## src/cao_pkg.sv

```systemverilog
`timescale 1ns / 1ps
// ----------------------------------------------------------------------------
// cao_pkg
// shared types, widths and helpers for the cursor alpha overlay block
// ----------------------------------------------------------------------------
package cao_pkg;

	localparam int CURSOR_MAX_DIM_DEF = 64;
	localparam int WINDOW_MAX_DIM_DEF = 4096;

	localparam int PIX_W      = 32;
	localparam int COORD_W    = 12;
	localparam int POS_W      = 14;
	localparam int DIM_W      = 7;
	localparam int OFS_W      = 16;
	localparam int CFG_IDX_W  = 3;
	localparam int CFG_DATA_W = 14;
	localparam int PROD_W     = 16;

	localparam logic [7:0] ALPHA_MAX    = 8'd255;
	localparam logic [7:0] ALPHA_OPAQUE = 8'hff;
	localparam logic [7:0] ROUND_HALF   = 8'd127;

	typedef enum logic {
		MODE_LOAD  = 1'b0,
		MODE_BLEND = 1'b1
	} mode_t;

	typedef enum logic [CFG_IDX_W-1:0] {
		REG_WINDOW_POS_X  = 3'd0,
		REG_WINDOW_POS_Y  = 3'd1,
		REG_CURSOR_POS_X  = 3'd2,
		REG_CURSOR_POS_Y  = 3'd3,
		REG_CURSOR_WIDTH  = 3'd4,
		REG_CURSOR_HEIGHT = 3'd5
	} cfg_reg_t;

	typedef enum logic [1:0] {
		SEL_WINDOW = 2'd0,
		SEL_CURSOR = 2'd1,
		SEL_BLEND  = 2'd2
	} sel_t;

	// first stage: item with its cursor-space coordinates
	typedef struct packed {
		mode_t                   mode;
		logic                    in_win;
		logic [PIX_W-1:0]        pixel;
		logic signed [OFS_W-1:0] cx;
		logic signed [OFS_W-1:0] cy;
	} coord_s1_t;

	// exact p/255 for p below 65280
	function automatic logic [7:0] div255(input logic [PROD_W-1:0] p);
		logic [PROD_W:0] t;
		t = (PROD_W+1)'(p) + (PROD_W+1)'(p[PROD_W-1:8]) + (PROD_W+1)'(1);
		return t[PROD_W-1:8];
	endfunction

endpackage

```

## src/cao_blend.sv

```systemverilog
`timescale 1ns / 1ps
// ----------------------------------------------------------------------------
// cao_blend
// two stage premultiplied over blend: scale window channels, then /255 and add
// ----------------------------------------------------------------------------
module cao_blend import cao_pkg::*; (
	input  logic             clk,
	input  logic             arst_n,
	input  logic             in_valid,
	output logic             in_ready,
	input  logic             hit,
	input  logic [PIX_W-1:0] win_pix,
	input  logic [PIX_W-1:0] cur_pix,
	output logic             out_valid,
	input  logic             out_ready,
	output logic [PIX_W-1:0] pixel_out
);

	logic              v_s3, v_s4;
	logic              en_s3, en_s4;
	sel_t              sel_s3;
	logic [PIX_W-1:0]  w_s3, c_s3, pix_s4;
	logic [PROD_W-1:0] prod_s3 [3];

	logic [7:0]        alpha, inv_alpha;
	sel_t              sel;
	logic [PIX_W-1:0]  mix;

	assign en_s4    = !v_s4 || out_ready;
	assign en_s3    = !v_s3 || en_s4;
	assign in_ready = en_s3;

	assign alpha     = cur_pix[31:24];
	assign inv_alpha = ALPHA_MAX - alpha;

	always_comb begin
		if (!hit || alpha == 8'd0) begin
			sel = SEL_WINDOW;
		end else if (alpha == ALPHA_MAX) begin
			sel = SEL_CURSOR;
		end else begin
			sel = SEL_BLEND;
		end
	end

	always_ff @(posedge clk or negedge arst_n) begin
		if (!arst_n) begin
			v_s3 <= 1'b0;
			v_s4 <= 1'b0;
		end else begin
			if (en_s3) begin
				v_s3 <= in_valid;
			end
			if (en_s4) begin
				v_s4 <= v_s3;
			end
		end
	end

	// stage 3: per-channel w*(255-a) with rounding bias
	always_ff @(posedge clk) begin
		if (en_s3 && in_valid) begin
			sel_s3 <= sel;
			w_s3   <= win_pix;
			c_s3   <= cur_pix;
			for (int ch = 0; ch < 3; ch++) begin
				prod_s3[ch] <= PROD_W'(win_pix[8*ch +: 8]) * PROD_W'(inv_alpha)
				             + PROD_W'(ROUND_HALF);
			end
		end
	end

	always_comb begin
		mix[31:24] = ALPHA_OPAQUE;
		for (int ch = 0; ch < 3; ch++) begin
			mix[8*ch +: 8] = c_s3[8*ch +: 8] + div255(prod_s3[ch]);
		end
	end

	// stage 4: output register
	always_ff @(posedge clk) begin
		if (en_s4 && v_s3) begin
			case (sel_s3)
				SEL_WINDOW: pix_s4 <= w_s3;
				SEL_CURSOR: pix_s4 <= c_s3;
				SEL_BLEND:  pix_s4 <= mix;
				default:    pix_s4 <= w_s3;
			endcase
		end
	end

	assign out_valid = v_s4;
	assign pixel_out = pix_s4;

	a_blend_opaque: assert property (@(posedge clk) disable iff (!arst_n)
		(v_s3 && en_s4 && sel_s3 == SEL_BLEND) |=> (pix_s4[31:24] == ALPHA_OPAQUE))
		else $error("blended pixel lost opaque alpha");

	a_window_pass: assert property (@(posedge clk) disable iff (!arst_n)
		(v_s3 && en_s4 && sel_s3 == SEL_WINDOW) |=> (pix_s4 == $past(w_s3)))
		else $error("pass-through pixel altered");

	a_take_fills_s3: assert property (@(posedge clk) disable iff (!arst_n)
		(in_valid && in_ready) |=> v_s3)
		else $error("accepted beat missing from stage 3");

endmodule

```

## config.mk

```make
export PLATFORM = sky130hd
export DESIGN_NAME = cao_blend
export DESIGN_NICKNAME = d
export VERILOG_FILES = /design/src/cao_pkg.sv /design/src/cao_blend.sv
export SDC_FILE = /design/constraint.sdc
export NUM_CORES = 1
export LEC_CHECK = 0
export BUFFER_PORTS_ARGS = -buffer_cell sky130_fd_sc_hd__buf_2
export CAP_MARGIN = 10
export CORE_ASPECT_RATIO = 0.9
export CORE_MARGIN = 2
export CORE_UTILIZATION = 60
export DETAILED_ROUTE_END_ITERATION = 10
export PLACE_DENSITY = 0.82
export REMOVE_ABC_BUFFERS = 1
export SLEW_MARGIN = 20
export SYNTH_ARGS = -nofsm -noshare
export SYNTH_HDL_FRONTEND = slang
export SYNTH_SLANG_ARGS = --single-unit
```

## constraint.sdc

```tcl
create_clock -name clk -period 4.15 [get_ports clk]
set_input_delay 0.6225 -clock clk [delete_from_list [all_inputs] [get_ports clk]]
set_output_delay 0.6225 -clock clk [all_outputs]
set_load 0.01 [all_outputs]
```

Word-level counts from Yosys, hierarchy flattened --
Memory sizes are Yosys's and may differ from the RTL's. Index checks and enable logic that the tools add are counted. W data, S select, Z words.
Cells by class: add/sub/neg operators 13, $mul 3, equal/unequal tests 3, mux-type cells 4, reductions and logical operators 9
Operators with widths (count):
- $pmux W32 S2 | 1
- $add A16 B1 Y16 const B | 3
- $add A16 B7 Y16 const B | 3
- $add A16 B8 Y16 | 3
- $mul A8 B8 Y16 | 3
- $add A8 B8 Y8 | 3
- $eq A8 B8 Y1 const B | 1
- $logic_not A8 Y1 | 1
- $sub A8 B8 Y8 const A | 1
- $logic_not A1 Y1 | 3
- $logic_or A1 B1 Y1 | 3
- $eq A2 B1 Y1 const B | 1
- $eq A2 B2 Y1 const B | 1
- $logic_and A1 B1 Y1 | 2
- $mux W1 | 2
- $mux W2 | 1
Storage, ports and cells: register bits 100, memory bits (writable) 48, bits of input ports 69, output and inout bits 34, word-level logic and storage cells 39, memories kept 1
Memories:
- prod_s3 | depth 3, width 16, read ports 3, clocked after memory_dff 0, write ports 3, line cao_blend.sv:23 | logic [PROD_W-1:0] prod_s3 [3];

Depth between registers and ports, before layout --
Gate-level depths: netlist (run 1).
depth after elaboration 6, gate-level depth with buffers 18, mapped depth without buffers 16

Worst setup path before layout (run 1) --
OpenSTA, ideal clock, no wires.
path type input port to flip-flop, start input port cur_pix[24], end memory prod_s3[1][15], in the netlist prod_s3[0][31], data pin, data arrival time 4330 ps, path slack -440 ps, stages on the path 17, buffers on the path 1, cells stage by stage clkbuf_1 nand2b_1 fa_1 inv_1 fa_1 fa_1 inv_1 fa_1 inv_1 ha_1 nand2_1 o21ai_0 a41oi_1 o221ai_1 nand2_1 a21oi_1 xnor2_1
RTL lines:
- from (decl) | line cao_blend.sv:13 | input logic [PIX_W-1:0] cur_pix,
- to (decl) | line cao_blend.sv:23

==> flow_summary.json, run 1 <==
{
  "status": "complete, but fails checks",
  "violations": "negative setup slack",
  "cts-htree-levels": 4,
  "timing.hold.ws_ns": 0.355,
  "seq_area_frac_synth": 0.323,
  "synth_ff_type": "edfxtp_1",
  "grt_pass1_wl_um": 55500,
  "cts-root-buf": "clkbuf_16",
  "row_count": 52,
  "fin_ws_ns": -0.116,
  "drt.antenna.violating_nets": 0,
  "synth_area_sq_um": 13700,
  "cp.required_ns": 4.32,
  "grt_util_all_layers": 0.299,
  "dpl-instance-area_sq_um": 15400,
  "setup_violations": 7,
  "slew_headroom": 0.553,
  "critPathMaxFanout": 16,
  "cp-end-kind": "flop",
  "power_uw": 11000,
  "fmaxAchievable_mhz": 234,
  "synth_seq_cells": 148,
  "io_pins": 103,
  "dp.cells": 1783,
  "met1_length_um": 13400,
  "whs_endpoint": "c_s3[4]",
  "layout-drive-gt1-share": 0.265,
  "post-route-period-util": 1.03,
  "leakage_uw": 0.00781,
  "via_count": 10600,
  "period_needed_ns": 4.27,
  "finalHoldViolations": 0,
  "rr_startpoint": "prod_s3[0][13]",
  "dr_wl_met2_um": 18700,
  "ys_types": 54,
  "synth-edff-count": 146,
  "wl_per_cell_um": 19.8,
  "coreArea_sq_um": 22400,
  "antenna_found_initial": 3,
  "synth_top_area_frac": 0.320,
  "drt_iter0_markers": 812,
  "yosys_warnings": 0,
  "final_area_sq_um": 17000,
  "wirelength_um": 36500,
  "synthCells": 1286,
  "cts_buffer_depth": 2,
  "clkTransAtPathRegs_ns": 0.07,
  "cts_buffers": 17,
  "worst_pin_slew_ns": 0.671,
  "grt_pass1_vias": 11200,
  "cts_sinks": 148,
  "insertion_delay_ns": 0.44,
  "port_buffers": 102,
  "irDropWorstVdd_uv": 360,
  "hold_depth": 1,
  "max_cap_violations": 0,
  "grt_start_max_net_pins": 74,
  "rsz0062_at_grt": "yes",
  "reg2reg_slack_ns": 0.27,
  "utilization": 0.756,
  "gp_congestion": 0.914,
  "nets": 1874,
  "hold_path.class": "in2reg",
  "dp_hpwl_um": 24200,
  "area_growth_pct": 23.8,
  "drt-pass1-iter-count": 5,
  "rr_worst_depth": 14,
  "routed.top_layer": "met5",
  "fin_cells": 1839,
  "die_h_um": 147,
  "slew_violations": 0,
  "wl_met3_um": 2590,
  "cp_data_arrival_time_ns": 4.43,
  "skew_ns": 0.00743,
  "netlist.top_cell.by_area": "edfxtp_1",
  "path_class": "in2reg",
  "hp-start": "cur_pix[4]",
  "r2r_end": "pixel_out[7]",
  "initial_utilization": 0.611,
  "grt_overflow": 0,
  "startpoint_type": "input port",
  "die_x_um": 163,
  "postSynth.asyncResetShare": 0.0135,
  "synthTopCellsByArea": "edfxtp_1 32%, fa_1 19%, ha_1 14%",
  "powerDensity_nw_per_um2": 648,
  "syn_area_per_cell_sq_um": 10.7,
  "cts_tree": "yes",
  "dieArea_sq_um": 24100,
  "drc": 0,
  "routed_via_density": 5.77
}
flip-flops by register name (all words and copies together), names as in the netlist:
| register | cells |
|---|---|
| prod_s3 | 48 |
| sel_s3 | 2 |
| c_s3 | 32 |
| w_s3 | 32 |
| v_s3 | 1 |
| out_valid | 1 |
| pixel_out | 32 |
power by group:
| group | switching (uW) | internal (uW) | leakage [uW] |
|---|---|---|---|
| combinational | 3660 | 3430 | 0.00610 |
| clock | 682 | 840 | 0.000279 |
| sequential | 217 | 2160 | 0.00143 |
cell families after synthesis:
family	Yosys count	share of synthesized area
and+or+nand+nor	354	0.144
xor gates and xnor gates	76	0.0486
DFF	148	0.323
AOI/OAI and AO/OA	182	0.0898
buffers and inverters	248	0.0699
adders and majority gates	278	0.324
cells in the final DEF (no fill, tap or decap), drive strengths merged, types with 6 or more instances in the layout:
cell type and n:
buf 246, inv 223, ha 149, edfxtp 146, fa 129, nor2b 126, nand2b 83, xnor2 59
a21oi 54, nor2 49, nand2 45, o21ai 44, clkbuf 22, xor2 17, nand3 12, a221oi 12
o21a 11, a21o 11, a22oi 11, nor3 10, nand4 10, clkinv 7, a211oi 6, o221ai 6
Yosys cell counts (4+ instances only):
master      n
and2_1      4
a211oi_1    4
nor2b_1   126
nor2_1     48
nand3_1    12
xnor2_1    59
o21a_1     11
edfxtp_1  146
a22oi_1    11
nand4_1     9
a21oi_1    54
nor3_1     10
inv_1     218
o221ai_1    6
and3_1      5
o41ai_2     4
ha_1      149
a221oi_1   12
xor2_1     17
o21ai_0    41
clkbuf_1   27
nand2b_1   83
fa_1      129
a21o_1     11
nand2_1    45
per-layer routing:
metal / up-vias / global-route usage
li1: 4755 / -
met1: 5183 / 0.346
met2: 504 / 0.539
met3: 164 / 0.0575
met4: 2 / 0.132
met5: - / 0
what timing repair did:
| action | 4_1_cts | 5_1_grt |
|---|---|---|
| pin swaps | 50 | 59 |
| gates cloned | 1 | 2 |
| endpoints found under the hold margin | 2 | 0 |
| endpoints found under the setup margin | 21 | 16 |
| buffers inserted | 10 | 8 |
| hold buffers | 1 | 0 |
| resized for setup | 104 | 66 |
worst max path at each step:
stage                           start  cells after the start             end
after floorplan           cur_pix[24]                     16  prod_s3[0][31]
final                     cur_pix[28]                     16  prod_s3[0][46]
after detailed placement  cur_pix[24]                     17  prod_s3[0][31]
after CTS                 cur_pix[26]                     18  prod_s3[0][46]
after global placement    cur_pix[24]                     18  prod_s3[0][46]
after global routing      cur_pix[24]                     16  prod_s3[0][46]
final cells by class:
cell class,count,area [sq um]
multi-input cells,890,8910
clock inverters,15,148
clock buffers,17,425
diodes,2,5.00
well taps,297,372
inverters,218,818
fillers,1369,5480
flip-flops and latches,148,4430
repair buffers,252,1860
per-stage QoR:
stage | worst slack (ns) | TNS (ns)
2_1_floorplan | -0.288 | -3.02
6_report | -0.116 | -0.397
3_3_place_gp | -0.687 | -13.20
5_1_grt | -0.269 | -1.98
4_1_cts | -0.0785 | -0.171
3_5_place_dp | -0.825 | -17.21
critical path: stages:
cell and delay, ns:
buf_6 0.16, nand2b_1 0.18, fa_1 0.49, fa_1 0.55, inv_1 0.05, fa_1 0.49, inv_1 0.06, fa_1 0.47
inv_1 0.06, ha_4 0.23, o21ai_2 0.07, a21oi_2 0.07, o41ai_2 0.28, o21bai_1 0.17, o41ai_2 0.31, xnor2_1 0.14
Power figures use the tool's default switching activity.
==> run 2, diff against run 1 <==
--- a/config.mk
+++ b/config.mk
@@ -10,9 +10,11 @@
 export CORE_ASPECT_RATIO = 0.9
 export CORE_MARGIN = 2
 export CORE_UTILIZATION = 60
+export CTS_BUF_LIST = sky130_fd_sc_hd__clkbuf_8
 export DETAILED_ROUTE_END_ITERATION = 10
 export PLACE_DENSITY = 0.82
 export REMOVE_ABC_BUFFERS = 1
+export SKIP_CTS_REPAIR_TIMING = 1
 export SLEW_MARGIN = 20
 export SYNTH_ARGS = -nofsm -noshare
 export SYNTH_HDL_FRONTEND = slang
==> run 2 against run 1 <==
Net effect: the flow still finishes with violations (negative setup slack); non-clock buffer count shrank 14; die area is the same; combinational power down 5.1%; utilization is 1.5 points lower; clock skew up 0.0024 ns; critical path type unchanged; critical endpoint unchanged.
==> flow_summary.json, run 2 (synthesized netlist as in run 1, its figures left out) <==
{
  "row_count": 52,
  "utilization": 0.741,
  "port_buffers": 102,
  "rsz0062_at_grt": "yes",
  "cts_sinks": 148,
  "gp_congestion": 0.914,
  "via_count": 10300,
  "slew_violations": 0,
  "dieArea_sq_um": 24100,
  "nets": 1860,
  "drc": 0,
  "die_h_um": 147,
  "slew_headroom": 0.544,
  "antenna_found_initial": 2,
  "path_class": "in2reg",
  "cp.required_ns": 4.36,
  "drt_iter0_markers": 704,
  "fmaxAchievable_mhz": 231,
  "layout-drive-gt1-share": 0.252,
  "endpoint": "prod_s3[0][46]",
  "area_growth_pct": 21.3,
  "grt_pass1_vias": 10700,
  "cp_data_arrival_time_ns": 4.54,
  "wirelength_um": 34200,
  "hold_path.class": "in2reg",
  "crit_start": "cur_pix[24]",
  "rr_worst_depth": 14,
  "coreArea_sq_um": 22400,
  "cp-end-kind": "flop",
  "cts_buffers": 17,
  "critPathBufInv": 4,
  "grt_overflow": 0,
  "status": "complete, but fails checks",
  "crit_cells": 16,
  "cpMostUsedCell": "fa_1",
  "skew_ns": 0.00984,
  "io_pins": 103,
  "insertion_delay_ns": 0.47,
  "fill_cells": 1416,
  "final_area_sq_um": 16600,
  "startpoint_type": "input port",
  "clkTransAtPathRegs_ns": 0.09,
  "dp_hpwl_um": 24200,
  "cts-root-buf": "clkbuf_8",
  "drt-pass1-iter-count": 5,
  "critPathMaxFanout": 17,
  "post-route-period-util": 1.04,
  "wl_per_cell_um": 18.7,
  "final_common_cell": "inv_1",
  "cts_buffer_depth": 2,
  "routed_via_density": 5.67,
  "die_x_um": 163,
  "cpMaxStageDelayCell": "fa_1",
  "violations": "negative setup slack",
  "period_needed_ns": 4.33,
  "irDropWorstVdd_uv": 344,
  "grt_util_all_layers": 0.274,
  "worstPathCellList": "buf_12 > nand2b_4 > fa_1 > inv_2 > fa_1 > fa_1 > inv_1 > fa_1 > inv_2 > ha_4 > o21ai_2 > a21oi_2 > o41ai_2 > o21bai_1 > o41ai_2 > xnor2_1",
  "grt_pass1_wl_um": 51300,
  "grt_start_max_net_pins": 74,
  "rr_startpoint": "prod_s3[0][13]",
  "leakage_uw": 0.00764,
  "max_cap_violations": 0,
  "drt.antenna.violating_nets": 0,
  "cts-htree-levels": 4,
  "initial_utilization": 0.611,
  "cts_tree": "yes",
  "powerDensity_nw_per_um2": 615,
  "worst_pin_slew_ns": 0.684,
  "reg2reg_slack_ns": 0.27,
  "r2r_end": "pixel_out[7]",
  "max_stage_delay_ns": 0.55,
  "setup_violations": 8,
  "dpl-instance-area_sq_um": 15400,
  "finalHoldViolations": 0,
  "fin_ws_ns": -0.180,
  "cp_top_family": "adder cells",
  "layout_common_cells": "207 x inv_1, 146 x edfxtp_1, 129 x ha_1, 129 x buf_4, 128 x fa_1",
  "regMostFlops": "prod_s3",
  "largest_reg_flops": 48
}
## run 2: how the worst min path moves through the flow
stage | from | to | slack [ns] | depth (start not counted)
3_3_place_gp | arst_n | v_s3 | 0.41 | 1
4_1_cts | arst_n | out_valid | -0.08 | 1
5_1_grt | cur_pix[4] | c_s3[4] | 0.30 | 1
3_5_place_dp | arst_n | v_s3 | 0.42 | 1
6_report | cur_pix[0] | c_s3[0] | 0.32 | 1
2_1_floorplan | arst_n | out_valid | 0.33 | 0
## run 2: final cells by class
type	instances	area (sq um)	area share
tap	297	372	0.0224
multi-input combinational	890	8910	0.536
antenna	1	2.50	0.000151
timing repair buffer	238	1710	0.103
clock buffer	17	234	0.0141
sequential	148	4430	0.267
inverter	218	818	0.0492
clock inverter	15	148	0.00888
## run 2: worst reg2reg max path: cells and delay by family, from the launching register on
family | cells | cell delay [ns]
fa+ha+maj | 2 | 0.64
compound gates | 7 | 1.53
flops | 1 | 0.50
xor+xnor | 3 | 0.58
simple gates | 2 | 0.37
## run 2: metal layers
metal / part of all wire / track usage / vias up / routed length (um)
li1: - / - / 4726 / -
met1: 0.38 / 0.330 / 5071 / 12900
met2: 0.51 / 0.487 / 415 / 17600
met3: 0.064 / 0.0477 / 121 / 2170
met4: 0.043 / 0.113 / 2 / 1460
met5: 0.00020 / 0 / - / 7
## run 2: where the power goes
group	leakage [uW]	internal [uW]	total (uW)	switching (uW)
sequential	0.00143	2160	2370	212
clock	0.000191	489	1110	622
combinational	0.00602	3280	6730	3460
## run 2: through the flow
stage                     instances  total power [uW]  setup TNS, ns  hold WS (ns)  setup slack [ns]
after floorplan                1256              6300          -3.02         0.327            -0.288
after global placement         1783              7850         -13.20         0.411            -0.687
after detailed placement       1783              8160         -17.21         0.419            -0.825
after CTS                      1815              9290          -3.63       -0.0755            -0.336
after global routing           1823             11000          -1.96         0.298            -0.322
final                          1824             10200         -0.741         0.316            -0.180
