<file path="config.mk">
export PLATFORM = sky130hd
export DESIGN_NAME = cao_coord
export DESIGN_NICKNAME = d
export VERILOG_FILES = /design/src/cao_pkg.sv /design/src/cao_coord.sv
export SDC_FILE = /design/constraint.sdc
export NUM_CORES = 1
export LEC_CHECK = 0
export BUFFER_PORTS_ARGS = -buffer_cell sky130_fd_sc_hd__buf_2
export CORE_ASPECT_RATIO = 0.75
export CORE_UTILIZATION = 45
export DETAILED_ROUTE_END_ITERATION = 6
export PLACE_DENSITY = 0.87
export SYNTH_ARGS = -nofsm -noshare
export SYNTH_HDL_FRONTEND = slang
export SYNTH_SLANG_ARGS = --single-unit
export TNS_END_PERCENT = 100
</file>
<file path="constraint.sdc">
create_clock -name clk -period 2.8 [get_ports clk]
set_input_delay 0.14 -clock clk [delete_from_list [all_inputs] [get_ports clk]]
set_output_delay 0.14 -clock clk [all_outputs]
set_load 0.01 [all_outputs]
</file>
<file path="src/cao_pkg.sv">
`timescale 1ns / 1ps
// ----------------------------------------------------------------------------
// cao_pkg
// shared types, widths and helpers for the cursor alpha overlay block
// ----------------------------------------------------------------------------
package cao_pkg;

	localparam int CURSOR_MAX_DIM_DEF = 64;
	localparam int WINDOW_MAX_DIM_DEF = 4096;

	localparam int PIX_W      = 32;
	localparam int COORD_W    = 12;
	localparam int POS_W      = 14;
	localparam int DIM_W      = 7;
	localparam int OFS_W      = 16;
	localparam int CFG_IDX_W  = 3;
	localparam int CFG_DATA_W = 14;
	localparam int PROD_W     = 16;

	localparam logic [7:0] ALPHA_MAX    = 8'd255;
	localparam logic [7:0] ALPHA_OPAQUE = 8'hff;
	localparam logic [7:0] ROUND_HALF   = 8'd127;

	typedef enum logic {
		MODE_LOAD  = 1'b0,
		MODE_BLEND = 1'b1
	} mode_t;

	typedef enum logic [CFG_IDX_W-1:0] {
		REG_WINDOW_POS_X  = 3'd0,
		REG_WINDOW_POS_Y  = 3'd1,
		REG_CURSOR_POS_X  = 3'd2,
		REG_CURSOR_POS_Y  = 3'd3,
		REG_CURSOR_WIDTH  = 3'd4,
		REG_CURSOR_HEIGHT = 3'd5
	} cfg_reg_t;

	typedef enum logic [1:0] {
		SEL_WINDOW = 2'd0,
		SEL_CURSOR = 2'd1,
		SEL_BLEND  = 2'd2
	} sel_t;

	// first stage: item with its cursor-space coordinates
	typedef struct packed {
		mode_t                   mode;
		logic                    in_win;
		logic [PIX_W-1:0]        pixel;
		logic signed [OFS_W-1:0] cx;
		logic signed [OFS_W-1:0] cy;
	} coord_s1_t;

	// exact p/255 for p below 65280
	function automatic logic [7:0] div255(input logic [PROD_W-1:0] p);
		logic [PROD_W:0] t;
		t = (PROD_W+1)'(p) + (PROD_W+1)'(p[PROD_W-1:8]) + (PROD_W+1)'(1);
		return t[PROD_W-1:8];
	endfunction

endpackage

</file>
<file path="src/cao_coord.sv">
`timescale 1ns / 1ps
// ----------------------------------------------------------------------------
// cao_coord
// first stage: window to cursor coordinate translation
// ----------------------------------------------------------------------------
module cao_coord import cao_pkg::*; #(
	parameter int WINDOW_MAX_DIM = WINDOW_MAX_DIM_DEF
) (
	input  logic                    clk,
	input  logic                    en,
	input  logic                    mode,
	input  logic [PIX_W-1:0]        pixel_in,
	input  logic [COORD_W-1:0]      coord_x,
	input  logic [COORD_W-1:0]      coord_y,
	input  logic signed [POS_W-1:0] window_pos_x,
	input  logic signed [POS_W-1:0] window_pos_y,
	input  logic signed [POS_W-1:0] cursor_pos_x,
	input  logic signed [POS_W-1:0] cursor_pos_y,
	output coord_s1_t               item_s1
);

	localparam int WinW = $clog2(WINDOW_MAX_DIM + 1);
	localparam int CmpW = (WinW > COORD_W) ? WinW : COORD_W;

	logic signed [OFS_W-1:0] x_ext, y_ext, tx, ty;
	logic                    is_blend;
	logic                    in_win;

	assign is_blend = (mode == MODE_BLEND);
	assign x_ext    = signed'({{(OFS_W-COORD_W){1'b0}}, coord_x});
	assign y_ext    = signed'({{(OFS_W-COORD_W){1'b0}}, coord_y});
	assign tx       = x_ext + OFS_W'(window_pos_x) - OFS_W'(cursor_pos_x);
	assign ty       = y_ext + OFS_W'(window_pos_y) - OFS_W'(cursor_pos_y);
	assign in_win   = (CmpW'(coord_x) < CmpW'(WINDOW_MAX_DIM))
	               && (CmpW'(coord_y) < CmpW'(WINDOW_MAX_DIM));

	// loads keep their raw cursor coordinates
	always_ff @(posedge clk) begin
		if (en) begin
			item_s1.mode   <= mode_t'(mode);
			item_s1.in_win <= is_blend ? in_win : 1'b1;
			item_s1.pixel  <= pixel_in;
			item_s1.cx     <= is_blend ? tx : x_ext;
			item_s1.cy     <= is_blend ? ty : y_ext;
		end
	end

endmodule

</file>
Word level (Yosys, flattened, before mapping)
Cells that the tools add are included.
W data, S select, Z words.
Cells by class
  $add $sub $neg: 4
  mux-type cells: 2
Operator list (count)
  $sub A15 B14 Y16: 2
  $add A13 B14 Y15: 2
  $mux W12: 2
Word-level totals
  bits in registers: 65
  bits of input ports: 115
  word-level logic and storage cells: 12

Logic depth before layout (Yosys ltp)
Gate-level depths: netlist (run 1).
  word-level depth: 3
  mapped depth: 12
  depth with buffers taken out: 12

Worst setup path before layout (run 1)
No wires, ideal clock.
  path kind: input port to flip-flop
  start: in coord_x[2]
  end: reg item_s1[28] (netlist name) (data pin)
  arrival time: 2208 ps
  required time: 2542 ps
  path slack: 334 ps
  stages: 10
  buffers on the path: 0
  cells stage by stage: inv_1 fa_1 inv_1 ha_1 nor2b_1 o211ai_1 a21boi_1 a211o_1 o41a_1 mux2i_1
On the way
  word-level cells in the longest chain between the ends: 2
Ends and longest elaborated chain
  start: declaration: RTL line cao_coord.sv:13  | input logic [COORD_W-1:0] coord_x,
  $add A13 B14 Y15: RTL line cao_coord.sv:32  | assign tx = x_ext + OFS_W'(window_pos_x) - OFS_W'(cursor_pos_x);
  $sub A15 B14 Y16: RTL line cao_coord.sv:32
  end: declaration: RTL line cao_coord.sv:19  | output coord_s1_t item_s1
Every way passes these cells.
A chain may end at the register's enable or synchronous reset.

Worst setup path in the final report (run 1)
  start: in coord_y[1]
  end: reg item_s1[12] (netlist name) (data pin)
On the way
  word-level cells in the longest chain between the ends: 2
Ends and longest elaborated chain
  start: declaration: RTL line cao_coord.sv:14  | input logic [COORD_W-1:0] coord_y,
  $add A13 B14 Y15: RTL line cao_coord.sv:33  | assign ty = y_ext + OFS_W'(window_pos_y) - OFS_W'(cursor_pos_y);
  $sub A15 B14 Y16: RTL line cao_coord.sv:33
Every way passes these cells.

==> results of run 1 <==
per-stage QoR:
stage,setup WS (ps),TNS [ps]
CTS,295,0
finish,219,0
floorplan,334,0
global placement,78.7,0
detailed placement,-20.3,-37.2
global route,94.6,0
cells in the mapped netlist (4+ instances only):
| library cell | number |
|---|---|
| o21a_1 | 4 |
| nor2_1 | 16 |
| a211o_1 | 4 |
| nand2_1 | 19 |
| xnor2_1 | 8 |
| ha_1 | 36 |
| edfxtp_1 | 65 |
| clkbuf_1 | 4 |
| fa_1 | 24 |
| nand3_1 | 7 |
| inv_1 | 112 |
| xor2_1 | 5 |
| nand2b_1 | 7 |
| a21oi_1 | 26 |
| a21o_1 | 6 |
| o211ai_1 | 4 |
| a211oi_1 | 5 |
| o21ai_0 | 26 |
| mux2i_1 | 6 |
worst max-delay path, delay by kind of cell:
kind	cells	cell delay, ps
AO/OA/AOI/OAI	4	1090
adder cells (fa/ha/maj)	2	1010
AND/OR/NAND/NOR	2	240
buffers and inverters	2	140
final cells by class:
class	count	area, um2	area share (%)
inverter	112	420	6.69
clock inverter	7	95.1	1.51
sequential	65	1950	31.1
clock buffer	9	225	3.58
multi-input combinational	255	2180	34.7
tap	132	165	2.63
timing repair buffer	213	1240	19.8
power by group through the flow:
stage	combinational (uW)	clock, uW	sequential, uW
finish	1230	1190	1250
global route	1360	1250	1260
CTS	1220	1220	1250
detailed placement	1170	0	1270
global placement	1120	0	1260
floorplan	726	0	1340
path summary, 6_finish.rpt:
| kind | end | slack (ps) |
|---|---|---|
| worst max-delay path | item_s1[12]$_SDFFCE_PN0P_ | 220 |
| worst min-delay path | item_s1[21]$_DFFE_PP_ | 140 |
logic make-up after synthesis:
kind of cell / Yosys count / share of synthesized area, %
simple gates: 69 / 7.51
flops: 65 / 42.5
buf+inv: 120 / 10.0
compound gates: 103 / 15.1
xor+xnor: 13 / 2.48
mux: 9 / 2.04
other cells: 1 / 0.0816
fa+ha+maj: 60 / 20.3
metal layers:
metal / wire [um] / track usage [%]
met4: 193 / 8.52
met2: 6110 / 39.6
met5: 0 / 0
met1: 4540 / 23.9
met3: 537 / 3.76
==> summary.md, run 1 <==
| Metric | Value |
|---|---|
| Status | finished, final reports clean |
| Most area-consuming cells after synthesis | edfxtp_1 42%, fa_1 10%, ha_1 9.8% |
| Vias post-DR | approximately 4000 |
| H-Tree Depth | 3 |
| Yosys reg bits | 65 |
| Post-Syn Instances | 440 |
| Placed insts | around 750 |
| First-pass DRT Iterations | 4 |
| # diodes | 0 |
| Synth area leader | edfxtp_1 |
| Biggest regs | item_s1 x65 |
| IO Pins | 181 |
| Final min period | approximately 2600 ps |
| Final setup vio count | 0 |
| Largest net degree at the start of global routing | 34 |
| Clk slew on worst S/H paths | ~60 ps |
| Die X | roughly 120 um |
| Top-area cell type share of the netlist area | 42.5% |
| Most common cell after layout, fill and taps aside | buf_2 |
| CTS sink cnt | 65 |
| Top reg by flops | item_s1 |
| CP dominant cell by count | fa_1 |
| Yosys warning count | 0 |
| Crit path DAT | 2630 ps |
| Initial Utilization | approximately 47% |
| Hold Path Class | input port to flip-flop |
| CTS tree | done |
| DR WL/cell | roughly 14 um |
| Post_cts resized | 0 |
| Required @ worst endpoint | around 2900 ps |
| HPWL Detailed | 8410 um |
| Placer congestion estimate | 0.900 |
| Post-synth EDFFs | 65 |
| Commonest cells after routing, fill and taps aside | 179 x buf_2, 112 x inv_1, 65 x edfxtp_1, 36 x ha_1, 32 x dlygate4sd3_1 |
| Seq pwr share | between 30% and 40% |
| CP Max Fanout | 4 |
| Cts bufs inserted | 9 |
| Total Die Area | ~11000 um2 |
| Port Buffer Count | between 150 and 200 |
| Hold Buf Count CTS | 31 |
| Clock Power Share | ~32% |
| Hold_ws | roughly 140 ps |
| Maximum clock insertion buffer count | 2 |
| Drt drc | 0 |
| Hold path depth | 2 |
| Die H | approximately 90 um |
| Synth Area per Inst | 10.4 um2 |
| GRT Overall Usage | between 20% and 30% |
| Final WL | 11400 um |
| Worst setup SP type | input port |
| Non-filler cells, final | around 790 |
| Dpl cell area | 5640 um2 |
| Crit path cell chain | buf_2 > inv_1 > fa_1 > fa_1 > nand2b_1 > a21oi_1 > o21ai_0 > a21boi_0 > o21a_1 > nor3_1 |
| P&R area growth vs syn | 36.7% |
| Vias in the first global route | 3921 |
| Primary FF master, synth | edfxtp_1 |
| Critical Path Source | coord_y[1] |
| Leak | between 0.003 and 0.004 uW |
| Mapped Nets | approximately 620 |
| Pwr Density | approximately 580 nW/um2 |
| CP endpoint kind | flip-flop |
| Finished Cell Area | ~6300 um2 |
| Filler cells | 771 |
| Share of post-route cells with drive strength above 1 | a little under a third |
| Psw | 1120 uW |
| Cell Rows | 31 |
| Worst slew pin tran | ~840 ps |
| Max-cap check violation count | 0 |
| Slew Limit Headroom | 44.2% |
| First-pass GRT wire length | approximately 18000 um |
| RSZ-0062 raised after global routing | no |
| Worst hold start | coord_x[5] |
| Worst vdd ir | 0.375 mV |
| Final core utilization | roughly 64% |
| Sw Share | between 30% and 40% |
| Pint | between 2000 and 3000 uW |
| Max Freq | around 390 MHz |
| Combinational share of power | about a third |
| Crit Path Category | input port to flip-flop |
| Tot Pwr | approximately 3700 uW |
| Tcrit/Tclk final | between 90% and 100% |
| DRT iter0 DRCs | roughly 230 |
| Initial antenna violation count | 0 |
| Synth cell types | 55 |
| Sequential share of the synthesized area | around 42% |
| CTS Root Cell | clkbuf_16 |
| Setup bufs post-CTS | 0 |
| Final #Nets | roughly 830 |
| Gr ovfl total | 0 |
| Via-per-instance ratio | roughly 5.1 |
| Slew Viols, Final | 0 |
| Hold Fails Final Rpt | 0 |
| Crit path largest cell delay | about 530 ps |
| Slowest cell on crit path | fa_1 |
| Post-route ant nets | 0 |
| Mapped cell area | 4600 um2 |
| Core area | between 9000 and 10000 um2 |
| Post-synth ARST share | 0% |
| Largest register FFs | between 60 and 70 |
Power figures use the tool's default switching activity.
==> run 2, diff against run 1 <==
--- a/config.mk
+++ b/config.mk
@@ -10,6 +10,7 @@
 export CORE_UTILIZATION = 45
 export DETAILED_ROUTE_END_ITERATION = 6
 export PLACE_DENSITY = 0.87
+export SETUP_SLACK_MARGIN = 0.3
 export SYNTH_ARGS = -nofsm -noshare
 export SYNTH_HDL_FRONTEND = slang
 export SYNTH_SLANG_ARGS = --single-unit
==> summary.md, run 2 (synthesis gave the netlist of run 1 again) <==
| Metric | Value |
|---|---|
| Status | finished, final reports clean |
| # diodes | 0 (unchanged) |
| Hold Path Class | input port to flip-flop |
| Initial antenna violation count | 0 (unchanged) |
| CTS sink cnt | 65 (unchanged) |
| Die X | 119 um (unchanged) |
| Worst slew pin tran | 837 ps (-0.972 ps) |
| Area of the multi-input gates | 2210 um2 (+1.5%) |
| Cell Rows | 31 (unchanged) |
| Slew Viols, Final | 0 (unchanged) |
| CP Max Fanout | 4 (unchanged) |
| Top reg by flops | item_s1 |
| Die H | 89.5 um (unchanged) |
| CP dominant cell by count | inv_1 |
| Final #Nets | 836 (+0.60%) |
| Final min period | 2440 ps (-145 ps) |
| Vias post-DR | 4035 (+0.52%) |
| Gr ovfl total | 0 (unchanged) |
| Sum Neg Setup Slack | 0 ps (unchanged) |
| Crit path cell chain | buf_2 > inv_1 > ha_1 > inv_1 > ha_1 > inv_1 > fa_1 > nor2b_2 > o211ai_1 > a21boi_2 > a211o_1 > buf_4 > nand2_1 > o311ai_0 |
| Register area | 1950 um2 (unchanged) |
| RSZ-0062 raised after global routing | no |
| Drt drc | 0 (unchanged) |
| Share of post-route cells with drive strength above 1 | 32.9% (+1.3 points) |
| Hold path depth | 2 (unchanged) |
| DRT iter0 DRCs | 251 (+8.7%) |
| HPWL Detailed | 8410 um (unchanged) |
| Most common cell after layout, fill and taps aside | buf_2 |
| Worst Hold End | item_s1[21]$_DFFE_PP_ |
| IO Pins | 181 (unchanged) |
| Placer congestion estimate | 0.900 (unchanged) |
| Required @ worst endpoint | 2910 ps (+60 ps) |
| Biggest regs | item_s1 x65 |
| Hold Fails Final Rpt | 0 (unchanged) |
| Max Freq | 411 MHz (+5.9%) |
| Slowest cell on crit path | fa_1 |
| Slew Limit Headroom | 44.2% (+0.065 points) |
| Core area | 9770 um2 (unchanged) |
| CP Buf/Inv Count | 5 (+3) |
| Crit path largest cell delay | 420 ps (-110 ps) |
| Crit Path Category | input port to flip-flop |
| Largest register FFs | 65 (unchanged) |
| P&R area growth vs syn | 38.3% |
| CTS Root Cell | clkbuf_16 |
| GRT Overall Usage | 21.0% (about the same) |
| Max-cap check violation count | 0 (unchanged) |
| Worst hold start | coord_x[5] |
| H-Tree Depth | 3 (unchanged) |
| Non-filler cells, final | 798 (+0.63%) |
| CTS tree | done |
| Tcrit/Tclk final | 87.0% (-5.2 points) |
| Maximum clock insertion buffer count | 2 (unchanged) |
| Vias in the first global route | 3924 (+0.077%) |
| Filler cells | 763 (-1.0%) |
| Total Die Area | 10600 um2 (unchanged) |
| Final setup vio count | 0 (unchanged) |
| Port Buffer Count | 179 (unchanged) |
| Leak | 0.00317 uW (+0.89%) |
| Crit path DAT | 2550 ps (-80 ps) |
| Placed insts | 745 (unchanged) |
| DR WL/cell | 14.5 um (+0.85%) |
| Worst setup SP type | input port |
| Worst vdd ir | 0.382 mV (+1.9%) |
| Largest net degree at the start of global routing | 34 (unchanged) |
| Post-route ant nets | 0 (unchanged) |
| Final WL | 11600 um (+1.5%) |
| Commonest cells after routing, fill and taps aside | 179 x buf_2, 111 x inv_1, 65 x edfxtp_1, 35 x ha_1, 32 x dlygate4sd3_1 |
| Clk slew on worst S/H paths | 60 ps (about the same) |
| CP endpoint kind | flip-flop |
| First-pass DRT Iterations | 4 (unchanged) |
| Pwr Density | 586 nW/um2 (+0.26%) |
| Crit path max-delay family | adder cells |
| Via-per-instance ratio | 5.06 (-0.11%) |
| Cts bufs inserted | 9 (unchanged) |
| First-pass GRT wire length | 17600 um (about the same) |
| Initial Utilization | 47.0% (unchanged) |
## run 2: area by class of cell
type,count,area share [%]
clock buffers,9,3.54
multi-input cells,255,34.9
clock inverters,7,1.50
flip-flops and latches,65,30.7
repair buffers,218,20.2
inverters,112,6.62
well taps,132,2.60
## run 2: layer usage
layer | track usage, % | wire, um | up-vias | share of wire, %
li1 | - | - | 1942 | -
met5 | 0 | 0 | - | 0
met2 | 39.6 | 6260 | 160 | 54
met1 | 24.0 | 4550 | 1911 | 39
met4 | 8.52 | 233 | 0 | 2.0
met3 | 3.76 | 505 | 22 | 4.4
## run 2: worst max path at each step
stage               cells after the start            start  slack (ps)                        end
floorplan                              10       coord_x[2]         330  item_s1[28]$_SDFFCE_PN0P_
finish                                 14  window_pos_x[0]         360      item_s1[26]$_DFFE_PP_
global route                           14  window_pos_x[0]         280      item_s1[26]$_DFFE_PP_
CTS                                    10       coord_y[1]         320  item_s1[12]$_SDFFCE_PN0P_
detailed placement                     10       coord_y[1]         -20  item_s1[15]$_SDFFCE_PN0P_
global placement                       10       coord_y[1]          80  item_s1[15]$_SDFFCE_PN0P_
## run 2: metrics by stage
stage	hold slack (ps)	total power [uW]	area (um2)	worst slack [ps]	util, %
6_report	139	3730	6350	364	65.0
5_1_grt	138	3920	6350	277	65.0
4_1_cts	0.633	3690	6280	323	64.2
3_5_place_dp	318	2450	5640	-20.3	57.7
3_3_place_gp	318	2390	5640	78.7	57.7
2_1_floorplan	239	2060	4600	334	-
## run 2: power by group
part           internal, uW  total, uW  switching, uW
Combinational           581       1280            701
Clock                   779       1190            413
Sequential             1220       1250           30.2
## run 2: repair_timing
| item | 4_1_cts | 5_1_grt |
|---|---|---|
| hold buffers | 31 | 1 |
| resized for setup | 1 | 9 |
| setup endpoints to repair | 1 | 9 |
| buffers inserted | 0 | 5 |
| pin swaps | 1 | 12 |
| hold endpoints to repair | 31 | 1 |
==> run 3, diff against run 2 <==
--- a/config.mk
+++ b/config.mk
@@ -8,6 +8,7 @@
 export BUFFER_PORTS_ARGS = -buffer_cell sky130_fd_sc_hd__buf_2
 export CORE_ASPECT_RATIO = 0.75
 export CORE_UTILIZATION = 45
+export CTS_BUF_LIST = sky130_fd_sc_hd__clkbuf_4 sky130_fd_sc_hd__clkbuf_8
 export DETAILED_ROUTE_END_ITERATION = 6
 export PLACE_DENSITY = 0.87
 export SETUP_SLACK_MARGIN = 0.3
==> summary.md, run 3 (synthesis gave the netlist of run 1 again) <==
| Metric | Value |
|---|---|
| P&R area growth vs syn | 35.2% |
| Seq pwr share | 37.0% (+3.4 points) |
| Tcrit/Tclk final | 87.1% (about the same) |
| Biggest regs | item_s1 x65 |
| Final setup vio count | 0 (unchanged) |
| Slew Limit Headroom | 44.2% (about the same) |
| Via-per-instance ratio | 5.04 (-0.42%) |
| CTS tree | done |
| Final #Nets | 832 (-0.48%) |
| Required @ worst endpoint | 2950 ps (+40 ps) |
| Placer congestion estimate | 0.900 (unchanged) |
| Crit Path Category | input port to flip-flop |
| First-pass GRT wire length | 17300 um (-1.4%) |
| Register area | 1950 um2 (unchanged) |
| Leak | 0.00310 uW (-2.1%) |
| CTS sink cnt | 65 (unchanged) |
| Commonest cells after routing, fill and taps aside | 179 x buf_2, 112 x inv_1, 65 x edfxtp_1, 35 x ha_1, 32 x dlygate4sd3_1 |
| Maximum clock insertion buffer count | 2 (unchanged) |
| Non-filler cells, final | 794 (-0.50%) |
| Most common cell after layout, fill and taps aside | buf_2 |
| Final min period | 2440 ps (+2.31 ps) |
| # diodes | 0 (unchanged) |
| Clk slew on worst S/H paths | 80 ps (+20 ps) |
| Filler cells | 791 (+3.7%) |
| GRT Overall Usage | 20.8% (-0.19 points) |
| Cts bufs inserted | 9 (unchanged) |
| Die H | 89.5 um (unchanged) |
| Max-cap check violation count | 0 (unchanged) |
| DRT iter0 DRCs | 211 (-16%) |
| Gr ovfl total | 0 (unchanged) |
| CP Max Fanout | 4 (unchanged) |
| Post-route ant nets | 0 (unchanged) |
| Worst vdd ir | 0.221 mV (-42%) |
| Placed insts | 745 (unchanged) |
| IO Pins | 181 (unchanged) |
| Worst hold start | coord_x[8] |
| Worst slew pin tran | 837 ps (+0.162 ps) |
| Critical Path Source | coord_y[1] |
| HPWL Detailed | 8410 um (unchanged) |
| DR WL/cell | 14.2 um (-2.2%) |
| Pwr Density | 544 nW/um2 (-7.2%) |
| Crit path DAT | 2590 ps (+40 ps) |
| Hold_ws | 107 ps (-31.8 ps) |
| First-pass DRT Iterations | 4 (unchanged) |
| Initial antenna violation count | 0 (unchanged) |
| Hold Fails Final Rpt | 0 (unchanged) |
| Final WL | 11200 um (-2.7%) |
| RSZ-0062 raised after global routing | yes |
| Share of post-route cells with drive strength above 1 | 32.3% (-0.56 points) |
| Port Buffer Count | 179 (unchanged) |
| Largest register FFs | 65 (unchanged) |
| Die X | 119 um (unchanged) |
| Pint | 2290 uW (-11%) |
| Status | finished, final reports clean |
| Vias in the first global route | 3876 (-1.2%) |
| Max Freq | 410 MHz (about the same) |
| CP endpoint kind | flip-flop |
| Total Die Area | 10600 um2 (unchanged) |
| Core area | 9770 um2 (unchanged) |
| Vias post-DR | 3998 (-0.92%) |
| Cell Rows | 31 (unchanged) |
| Largest net degree at the start of global routing | 34 (unchanged) |
| H-Tree Depth | 3 (unchanged) |
| Initial Utilization | 47.0% (unchanged) |
| Drt drc | 0 (unchanged) |
| Top reg by flops | item_s1 |
| CTS Root Cell | clkbuf_8 |
| Worst setup SP type | input port |
| Psw | 1090 uW (-4.3%) |
| Sw Share | 32.4% (+1.7 points) |
| Combinational share of power | 37.0% (+2.6 points) |
| Hold Path Class | input port to flip-flop |
| Area of the multi-input gates | 2210 um2 (-0.40%) |
| Slew Viols, Final | 0 (unchanged) |
| Clock Power Share | 26.0% (-6.0 points) |
-- run 3: cell type report --
type | instances | share of cell area [%]
clock buffer | 9 | 1.99
clock inverter | 7 | 1.53
inverter | 112 | 6.77
multi-input combinational | 255 | 35.5
sequential | 65 | 31.4
tap | 132 | 2.66
timing repair buffer | 214 | 20.1
-- run 3: stage by stage --
stage | instance area [um2] | setup TNS [ps] | power (uW) | setup WS, ps | utilization [%]
after floorplan | 4600 | 0 | 2060 | 334 | -
after global placement | 5640 | 0 | 2390 | 78.7 | 57.7
after detailed placement | 5640 | -37.2 | 2450 | -20.3 | 57.7
after CTS | 6180 | 0 | 3370 | 325 | 63.2
after global routing | 6210 | 0 | 3570 | 252 | 63.6
final | 6210 | 0 | 3380 | 362 | 63.6
-- run 3: what timing repair did --
item | CTS | global route
hold buffers | 32 | 0
setup buffers | 0 | 1
setup endpoints to repair | 0 | 9
hold endpoints to repair | 32 | 0
resized for setup | 0 | 7
-- run 3: worst paths after layout --
path	endpoint	cells past startpoint	slack, ps
worst max-delay path	item_s1[15]$_SDFFCE_PN0P_	10	360
worst min-delay path	item_s1[24]$_DFFE_PP_	3	110
-- run 3: critical path, stage by stage --
cell and delay, ps:
buf_2 90, inv_1 50, fa_1 600, inv_1 60, ha_1 310, a211oi_2 280, o211ai_1 220, a221oi_2 410
o21ai_1 140, a221oi_1 280
-- run 3: power groups by stage --
stage	logic (uW)	clock network [uW]	registers [uW]
2_1_floorplan	726	0	1340
3_3_place_gp	1120	0	1260
3_5_place_dp	1170	0	1270
4_1_cts	1220	902	1250
5_1_grt	1380	933	1260
6_report	1250	880	1250
-- run 3: metal layers --
layer  wire length, um  global-route usage (%)  vias up
li1                  -                       -     1928
met1              4490                    23.8     1893
met2              5960                    38.7      155
met3               544                    4.15       22
met4               248                    8.86        0
met5                 0                       0        -
